File: config.mk
export PLATFORM = sky130hd
export DESIGN_NAME = knob_hold_turn_gesture
export DESIGN_NICKNAME = d
export VERILOG_FILES = /design/src/rtl/core/khtg_pkg.sv /design/src/rtl/core/khtg_decide.sv /design/src/rtl/core/knob_hold_turn_gesture.sv
export SDC_FILE = /design/constraint.sdc
export NUM_CORES = 1
export LEC_CHECK = 0
export ABC_CLOCK_PERIOD_IN_PS = 14900
export BUFFER_PORTS_ARGS = -buffer_cell sky130_fd_sc_hd__buf_2
export CELL_PAD_IN_SITES_DETAIL_PLACEMENT = 1
export CELL_PAD_IN_SITES_GLOBAL_PLACEMENT = 1
export CORE_MARGIN = 2
export CORE_UTILIZATION = 30
export DETAILED_ROUTE_END_ITERATION = 8
export PLACE_DENSITY = 0.62
export SLEW_MARGIN = 20
export SYNTH_ARGS = -nofsm -noshare
export SYNTH_HDL_FRONTEND = slang
export SYNTH_SLANG_ARGS = --single-unit
File: constraint.sdc
create_clock -name i_clk -period 14.9 [get_ports i_clk]
set_input_delay 2.235 -clock i_clk [delete_from_list [all_inputs] [get_ports i_clk]]
set_output_delay 2.235 -clock i_clk [all_outputs]
set_load 0.05 [all_outputs]
File: src/rtl/core/khtg_pkg.sv
// ----------------------------------------------------------------------------
// khtg_pkg
// Shared types and constants for the knob hold-turn gesture block.
// ----------------------------------------------------------------------------
package khtg_pkg;

    localparam int MAX_TICKS = 63;
    localparam int TICK_W    = 7;
    localparam int CNT_W     = $clog2(MAX_TICKS + 1);
    localparam int CFG_W     = 16;
    localparam int TIME_W    = 32;
    localparam int PCNT_W    = 8;
    localparam int KEY_W     = 8;
    localparam int CFG_IDX_W = 2;

    localparam logic [KEY_W-1:0] KEY_LEFT   = 8'd21;
    localparam logic [KEY_W-1:0] KEY_RIGHT  = 8'd22;
    localparam logic [KEY_W-1:0] KEY_CENTER = 8'd23;

    localparam logic [CFG_W-1:0] PRESS_WINDOW_RST   = 16'd400;
    localparam logic [CFG_W-1:0] RELEASE_WINDOW_RST = 16'd350;
    localparam logic [CFG_W-1:0] HOLD_CONTINUE_RST  = 16'd400;
    localparam logic [CFG_W-1:0] CLICK_BLOCK_RST    = 16'd400;

    typedef enum logic [1:0] {
        KIND_REPORT = 2'd0,
        KIND_NUDGE  = 2'd1,
        KIND_ROTARY = 2'd2,
        KIND_CENTER = 2'd3
    } t_kind;

    typedef enum logic [CFG_IDX_W-1:0] {
        CFG_PRESS_WINDOW   = 2'd0,
        CFG_RELEASE_WINDOW = 2'd1,
        CFG_HOLD_CONTINUE  = 2'd2,
        CFG_CLICK_BLOCK    = 2'd3
    } t_cfg_idx;

    typedef struct packed {
        logic [CFG_W-1:0] press_window;
        logic [CFG_W-1:0] release_window;
        logic [CFG_W-1:0] hold_continue;
        logic [CFG_W-1:0] click_block;
    } t_cfg;

    typedef struct packed {
        logic              prev_level;
        logic              turned_during_hold;
        logic [TIME_W-1:0] press_stamp;
        logic [TIME_W-1:0] release_stamp;
        logic [TIME_W-1:0] held_turn_stamp;
    } t_state;

    // results still owed for one poll
    typedef struct packed {
        logic                     valid;
        logic                     report;
        logic [CNT_W-1:0]         nudges;
        logic [KEY_W-1:0]         key;
        logic                     rotary;
        logic signed [TICK_W-1:0] ticks;
        logic                     pressed;
        logic                     center;
    } t_job;

endpackage

File: src/rtl/core/khtg_decide.sv
// ----------------------------------------------------------------------------
// khtg_decide
// Edge detection, hold classification, state update and result job for one poll.
// ----------------------------------------------------------------------------
module khtg_decide (
    input  logic signed [khtg_pkg::TICK_W-1:0] i_tick_count,
    input  logic                               i_button_level,
    input  logic [khtg_pkg::PCNT_W-1:0]        i_press_count,
    input  logic [khtg_pkg::TIME_W-1:0]        i_time_ms,
    input  logic                               i_projection_on,
    input  khtg_pkg::t_cfg                     i_cfg,
    input  khtg_pkg::t_state                   i_state,
    output khtg_pkg::t_state                   o_state,
    output khtg_pkg::t_job                     o_job
);
    import khtg_pkg::*;

    localparam logic signed [TICK_W:0] TMAX = (TICK_W+1)'(MAX_TICKS);

    logic signed [TICK_W:0]   ticks_wide;
    logic signed [TICK_W-1:0] ticks;
    logic [TICK_W-1:0]        ticks_mag;
    logic                     got_press;
    logic                     got_release;
    logic [TIME_W-1:0]        press_stamp;
    logic [TIME_W-1:0]        release_stamp;
    logic [TIME_W-1:0]        age_press;
    logic [TIME_W-1:0]        age_release;
    logic [TIME_W-1:0]        age_held;
    logic                     held;
    logic                     turning;
    logic                     held_turn;
    logic                     tdh;

    always_comb begin
        ticks_wide = {i_tick_count[TICK_W-1], i_tick_count};
        if (ticks_wide > TMAX) begin
            ticks_wide = TMAX;
        end else if (ticks_wide < -TMAX) begin
            ticks_wide = -TMAX;
        end
        ticks     = ticks_wide[TICK_W-1:0];
        ticks_mag = ticks[TICK_W-1] ? TICK_W'(-ticks) : TICK_W'(ticks);

        got_press   = |i_press_count;
        // a counted press with the button already up again is a fast tap
        got_release = !i_button_level && (i_state.prev_level || got_press);

        press_stamp   = got_press   ? i_time_ms : i_state.press_stamp;
        release_stamp = got_release ? i_time_ms : i_state.release_stamp;

        age_press   = i_time_ms - press_stamp;
        age_release = i_time_ms - release_stamp;
        age_held    = i_time_ms - i_state.held_turn_stamp;

        held = i_button_level
            || ((age_press < TIME_W'(i_cfg.press_window))
                && (age_release < TIME_W'(i_cfg.release_window)))
            || (age_held < TIME_W'(i_cfg.hold_continue));

        turning   = (ticks != '0);
        held_turn = i_projection_on && turning && held;

        tdh = i_state.turned_during_hold;
        if (got_press) begin
            tdh = 1'b0;
        end
        if (held_turn) begin
            tdh = 1'b1;
        end

        o_state.prev_level         = i_button_level;
        o_state.turned_during_hold = tdh;
        o_state.press_stamp        = press_stamp;
        o_state.release_stamp      = release_stamp;
        o_state.held_turn_stamp    = held_turn ? i_time_ms : i_state.held_turn_stamp;

        o_job.report  = !i_projection_on;
        o_job.nudges  = held_turn ? ticks_mag[CNT_W-1:0] : '0;
        o_job.key     = ticks[TICK_W-1] ? KEY_LEFT : KEY_RIGHT;
        o_job.rotary  = i_projection_on && turning && !held;
        o_job.ticks   = ticks;
        o_job.pressed = i_button_level || got_press;
        o_job.center  = i_projection_on && got_release && !tdh
                        && (age_held > TIME_W'(i_cfg.click_block));
        o_job.valid   = o_job.report || (o_job.nudges != '0) || o_job.rotary
                        || o_job.center;
    end

endmodule

File: src/rtl/core/knob_hold_turn_gesture.sv
// ----------------------------------------------------------------------------
// knob_hold_turn_gesture
// Turns rotary knob polls into nudge keys, rotary deltas, center keys or
// encoder reports.
// ----------------------------------------------------------------------------
// Usage:
//   s_axis carries one poll per beat: tdata holds tick_count, button_level,
//   press_count and time_ms, tuser holds projection_on.
//   m_axis carries the results of a poll, one per beat; tuser is the event
//   kind and tlast marks the final result of the poll. A quiet poll in
//   projection mode gives no beat at all.
//   Configuration: write i_cfg_wdata to register i_cfg_addr while i_cfg_we is
//   high; only while the block is idle.
// Timing:
//   a poll is held in the input register, is classified and turned into a
//   result job in the job register, and its results are registered in the
//   output register. The result emitter gives one beat per cycle while
//   m_axis_tready does not stall it; a poll gives 1 to 63 results, a quiet
//   poll in projection mode none. The next poll is taken while the last
//   result of the previous one is being emitted.
// Reset: clears the input, job and output valids, the gesture state and
//   loads the default windows.
// Stall: while m_axis_tready is low the output beat holds, the job and then
//   the input register fill, and s_axis_tready drops.
// ----------------------------------------------------------------------------
module knob_hold_turn_gesture (
    input  logic        i_clk,
    input  logic        i_rst_n,
    // poll input
    input  logic        i_s_axis_tvalid,
    output logic        o_s_axis_tready,
    input  logic [47:0] i_s_axis_tdata,  // tick_count[6:0], button_level[7],
                                         // press_count[15:8], time_ms[47:16]
    input  logic        i_s_axis_tuser,  // projection_on
    // result output
    output logic        o_m_axis_tvalid,
    input  logic        i_m_axis_tready,
    output logic [23:0] o_m_axis_tdata,  // key_code[7:0], rotary_delta[14:8],
                                         // report_diff[21:15],
                                         // report_pressed[22], zero[23]
    output logic [1:0]  o_m_axis_tuser,  // event_kind
    output logic        o_m_axis_tlast,  // last_of_run
    // configuration
    input  logic        i_cfg_we,
    input  logic [khtg_pkg::CFG_IDX_W-1:0] i_cfg_addr,
    input  logic [khtg_pkg::CFG_W-1:0]     i_cfg_wdata
);
    import khtg_pkg::*;

    t_cfg   r_cfg;
    t_state r_state;
    t_state n_state;
    t_job   r_job;
    t_job   n_job;
    t_job   dec_job;

    logic                     r_in_valid;
    logic signed [TICK_W-1:0] r_in_ticks;
    logic                     r_in_level;
    logic [PCNT_W-1:0]        r_in_pcnt;
    logic [TIME_W-1:0]        r_in_time;
    logic                     r_in_proj;

    logic                     r_out_valid;
    t_kind                    r_out_kind;
    logic [KEY_W-1:0]         r_out_key;
    logic signed [TICK_W-1:0] r_out_rot;
    logic signed [TICK_W-1:0] r_out_diff;
    logic                     r_out_pressed;
    logic                     r_out_last;

    t_kind                    e_kind;
    logic [KEY_W-1:0]         e_key;
    logic signed [TICK_W-1:0] e_rot;
    logic signed [TICK_W-1:0] e_diff;
    logic                     e_pressed;
    logic                     e_last;

    logic out_free;
    logic emit;
    logic job_free;
    logic proc;
    logic in_acc;

    always_ff @(posedge i_clk) begin
        if (!i_rst_n) begin
            r_cfg.press_window   <= PRESS_WINDOW_RST;
            r_cfg.release_window <= RELEASE_WINDOW_RST;
            r_cfg.hold_continue  <= HOLD_CONTINUE_RST;
            r_cfg.click_block    <= CLICK_BLOCK_RST;
        end else if (i_cfg_we) begin
            unique case (t_cfg_idx'(i_cfg_addr))
                CFG_PRESS_WINDOW:   r_cfg.press_window   <= i_cfg_wdata;
                CFG_RELEASE_WINDOW: r_cfg.release_window <= i_cfg_wdata;
                CFG_HOLD_CONTINUE:  r_cfg.hold_continue  <= i_cfg_wdata;
                CFG_CLICK_BLOCK:    r_cfg.click_block    <= i_cfg_wdata;
                default: ;
            endcase
        end
    end

    assign out_free        = !r_out_valid || i_m_axis_tready;
    assign emit            = r_job.valid && out_free;
    assign job_free        = !r_job.valid || (emit && e_last);
    assign proc            = r_in_valid && job_free;
    assign o_s_axis_tready = !r_in_valid || proc;
    assign in_acc          = i_s_axis_tvalid && o_s_axis_tready;

    // input register
    always_ff @(posedge i_clk) begin
        if (!i_rst_n) begin
            r_in_valid <= 1'b0;
        end else if (in_acc) begin
            r_in_valid <= 1'b1;
        end else if (proc) begin
            r_in_valid <= 1'b0;
        end
    end

    always_ff @(posedge i_clk) begin
        if (in_acc) begin
            r_in_ticks <= i_s_axis_tdata[6:0];
            r_in_level <= i_s_axis_tdata[7];
            r_in_pcnt  <= i_s_axis_tdata[15:8];
            r_in_time  <= i_s_axis_tdata[47:16];
            r_in_proj  <= i_s_axis_tuser;
        end
    end

    khtg_decide u_decide (
        .i_tick_count    (r_in_ticks),
        .i_button_level  (r_in_level),
        .i_press_count   (r_in_pcnt),
        .i_time_ms       (r_in_time),
        .i_projection_on (r_in_proj),
        .i_cfg           (r_cfg),
        .i_state         (r_state),
        .o_state         (n_state),
        .o_job           (dec_job)
    );

    always_ff @(posedge i_clk) begin
        if (!i_rst_n) begin
            r_state <= '0;
        end else if (proc) begin
            r_state <= n_state;
        end
    end

    // result emitter: report, then nudges, then rotary delta, then center key
    always_comb begin
        n_job     = r_job;
        e_kind    = KIND_CENTER;
        e_key     = KEY_CENTER;
        e_rot     = '0;
        e_diff    = '0;
        e_pressed = 1'b0;
        e_last    = 1'b1;
        priority if (r_job.report) begin
            e_kind    = KIND_REPORT;
            e_key     = '0;
            e_diff    = r_job.ticks;
            e_pressed = r_job.pressed;
        end else if (r_job.nudges != '0) begin
            e_kind       = KIND_NUDGE;
            e_key        = r_job.key;
            e_last       = (r_job.nudges == CNT_W'(1)) && !r_job.rotary && !r_job.center;
            n_job.nudges = r_job.nudges - CNT_W'(1);
        end else if (r_job.rotary) begin
            e_kind       = KIND_ROTARY;
            e_key        = '0;
            e_rot        = r_job.ticks;
            e_last       = !r_job.center;
            n_job.rotary = 1'b0;
        end else begin
            e_kind = KIND_CENTER;
        end
        if (e_last) begin
            n_job.valid = 1'b0;
        end
    end

    always_ff @(posedge i_clk) begin
        if (!i_rst_n) begin
            r_job <= '0;
        end else if (proc) begin
            r_job <= dec_job;
        end else if (emit) begin
            r_job <= n_job;
        end
    end

    // output register
    always_ff @(posedge i_clk) begin
        if (!i_rst_n) begin
            r_out_valid <= 1'b0;
        end else if (out_free) begin
            r_out_valid <= emit;
        end
    end

    always_ff @(posedge i_clk) begin
        if (emit) begin
            r_out_kind    <= e_kind;
            r_out_key     <= e_key;
            r_out_rot     <= e_rot;
            r_out_diff    <= e_diff;
            r_out_pressed <= e_pressed;
            r_out_last    <= e_last;
        end
    end

    assign o_m_axis_tvalid = r_out_valid;
    assign o_m_axis_tdata  = {1'b0, r_out_pressed, r_out_diff, r_out_rot, r_out_key};
    assign o_m_axis_tuser  = r_out_kind;
    assign o_m_axis_tlast  = r_out_last;

endmodule

==> summary.txt <==
Critical Path Start: r_in_pcnt[5]
RSZ-0062 raised after global routing: no
Worst-skew pair later-pin latency: 0.55 ns
Starting density of the core: 30.3%
Number of global-route vias before repair: 16410
Slew Limit Fails: 0
Min Tclk post-route: 7.54 ns
First-pass GRT wire length: 91500 um
CTS root buf: clkbuf_16
WL per Instance: 19.7 um
Measured slew at the worst slew-check pin: 1.06 ns
Final Power: 2.15 mW
Comb power frac: 25.4%
Static leakage: 8.53 nW
Most used cell, CP: a21oi_1
Switching Share: 32.8%
Largest net degree at the start of global routing: 120
Area growth, synth to finish: 12.4%
Cell Int Power: 1.44 mW
Die height: 248 um
Remaining DRCs: 0
Relative slew slack: 29.5%
Register area share after synthesis: 32.4%
Via-per-instance ratio: 5.33
Worst setup EP type: flip-flop
Overall Global Routing Usage: 19.0%
Sw Pwr: 703 uW
PD cells: 107 nW/um^2
DR iter-0 viols: 749
R2R setup slack: 7.36 ns
Synth warn: 0
Post-synth EDFFs: 70
Row count: 89
Worst vdd ir: 0.0747 mV
Clk slew on worst S/H paths: 0.06 ns
Total number of vias: 15709
TritonCTS clock tree: yes
FILL cells: 6923
Run status: finished, final reports clean
CP max-delay cell: nor2_8
Fmax: 133 MHz
Worst hold path type: reg2reg
Worst setup SP type: flip-flop
Commonest cells post-synth: nand2_1 (365), dfxtp_1 (184), ha_1 (155)
Die area: 61500 um^2
Post-CTS Setup Inserts: 0
Post-route cell area: 20100 um^2
Synth cell types: 90
Placed insts: 2887
DP HPWL: 44900 um
Finished Layout Cells: 2947
Yosys reg bits: 254
Syn Std Cell Area: 17900 um^2
Cts bufs inserted: 34
CP top delay family: compound AO/OA/AOI/OAI gates
Pre-CTS WS: 7.32 ns
Overflow left after global routing: 0
Top_reg_cell synth: dfxtp_1
Post-CTS sizing: 0
First-pass DRT Iterations: 5
I/O pins: 101
Area of placed instances: 19000 um^2
Arr. time, crit path: 8.01 ns
Nets@finish: 2380
Worst setup path class: reg2reg
Post-synth top area share: 20.6%
Multi-input combinational cell area: 11100 um^2
H-Tree Depth: 2
Worst path max stage delay: 0.65 ns
Input/output buffers: 95
Layout cells sized above 1: 9.20%
Clock network power share: 38.3%
Setup TNS: 0 ns
Top cells by area, synth: dfxtp_1 (21%), edfxtp_1 (12%), ha_1 (11%)
Final ANT Viol Nets: 0
Final setup viols: 0
GP Congestion: 0.850
Core Box Area: 58900 um^2
Worst flop-to-flop path startpoint: r_in_pcnt[5]
Register area: 5790 um^2
Cts hold-fix bufs: 0
Wirelength, routed: 58200 um
Worst hold start: r_state[18]
Crit Path Max Fanout: 40
Gate Count Post-Synth: 2106
WP data required: 15.37 ns
ANT cells: 0
Die X: 248 um
Tcrit/Tclk final: 50.6%
Final Hold Violating Endpoints: 0
Initial antenna violation count: 1
Sequential power share: 36.3%
Skew final: 0.0375 ns
Top-count cell post-synth: nand2_1
Setup ws final: 7.36 ns
MaxCap Viol Count: 0
Synthesized area per cell: 8.48 um^2
Post-synth top area cell: dfxtp_1
TritonCTS Sinks: 254
Buf/Inv on CP: 1
Async S/R FF share, synth: 0%
Max Root-Sink Buffers: 3
## final cells by class
| cell class | instances | area share, % |
|---|---|---|
| multi-input combinational | 1618 | 55.5 |
| clock inverter | 9 | 0.436 |
| sequential | 254 | 28.8 |
| clock buffer | 51 | 5.06 |
| inverter | 139 | 2.60 |
| tap | 773 | 4.82 |
| timing repair buffer | 103 | 2.72 |
## flip-flops by register name, indices dropped and copies added, names as in the netlist, 2 cells and up
signal and count:
n_job 12, o_m_axis_tuser 2, r_cfg 64, r_in_pcnt 8, r_in_ticks 7, r_in_time 32
r_job 8, r_out_diff 7, r_out_key 3, r_out_rot 7, r_state 98
## cells in the final DEF, fill, tap and decap left out, drive strengths merged, types with 11 or more instances in the layout
cell type	n
ha	155
nand2b	17
a211oi	21
clkbuf	51
nand2	365
o21a	24
edfxtp	70
dfxtp	184
mux2i	94
and2	21
buf	103
o21ai	85
a21oi	134
a21boi	72
o211ai	28
nand3	39
a21o	38
nand4	27
o211a	58
o21bai	13
xor2	30
nor2b	20
inv	140
nor3	33
xnor2	42
nor2	93
nor4	11
a31oi	19
and3	26
## power groups by stage
stage                     registers, mW  logic, mW  clock network (mW)
after floorplan                   0.784      0.390                   0
after global placement            0.792      0.528                   0
after detailed placement          0.793      0.543                   0
after CTS                         0.779      0.548               0.851
after global routing              0.783      0.609               0.875
final                             0.779      0.545               0.821
## worst reg2reg max path, stage by stage (launching register included)
cell      delay, ns
edfxtp_1       0.41
nor4_4         0.53
a31o_2         0.24
buf_4          0.53
mux2i_1        0.34
ha_1           0.31
nor2b_1        0.18
o31a_1         0.28
o41ai_2        0.49
o21ai_0        0.18
nand2_1        0.10
o21ai_0        0.17
a211oi_1       0.30
a21oi_1        0.06
nor2_1         0.11
a21oi_1        0.06
ha_1           0.34
a21oi_1        0.17
nand2_1        0.07
a221oi_1       0.40
o22ai_1        0.14
a31oi_1        0.14
and3_1         0.18
nand4_1        0.14
nor4_4         0.44
a21oi_2        0.23
nor2_8         0.65
mux2i_1        0.29
## routing by layer
layer / GRT usage [%] / vias up / wire [um]
met3: 2.15 / 73 / 1990
met1: 24.2 / 7743 / 26500
met4: 5.90 / 0 / 1530
li1: - / 7667 / -
met2: 33.4 / 226 / 28100
met5: 0 / - / 0
## through the flow
stage	hold slack, ns	util, %
floorplan	0.435	-
global placement	0.442	32.2
detailed placement	0.451	32.2
CTS	0.460	34.1
global route	0.477	34.1
finish	0.458	34.1
## cells by family after synthesis
kind of cell               synth area share, %
buffers and inverters                     5.42
DFF                                       32.4
xor gates and xnor gates                  3.53
AOI/OAI and AO/OA                         23.3
and+or+nand+nor                           18.3
muxes                                     5.71
adders and majority gates                 11.3
other                                   0.0210
## final timing paths
kind / depth (start not counted) / endpoint
worst max-delay path: 27 / r_state[15]
worst min-delay path: 2 / r_state[18]
worst max register to register: 27 / r_state[15]
worst min register to register: 2 / r_state[18]
(Power assumes the default switching activity.)
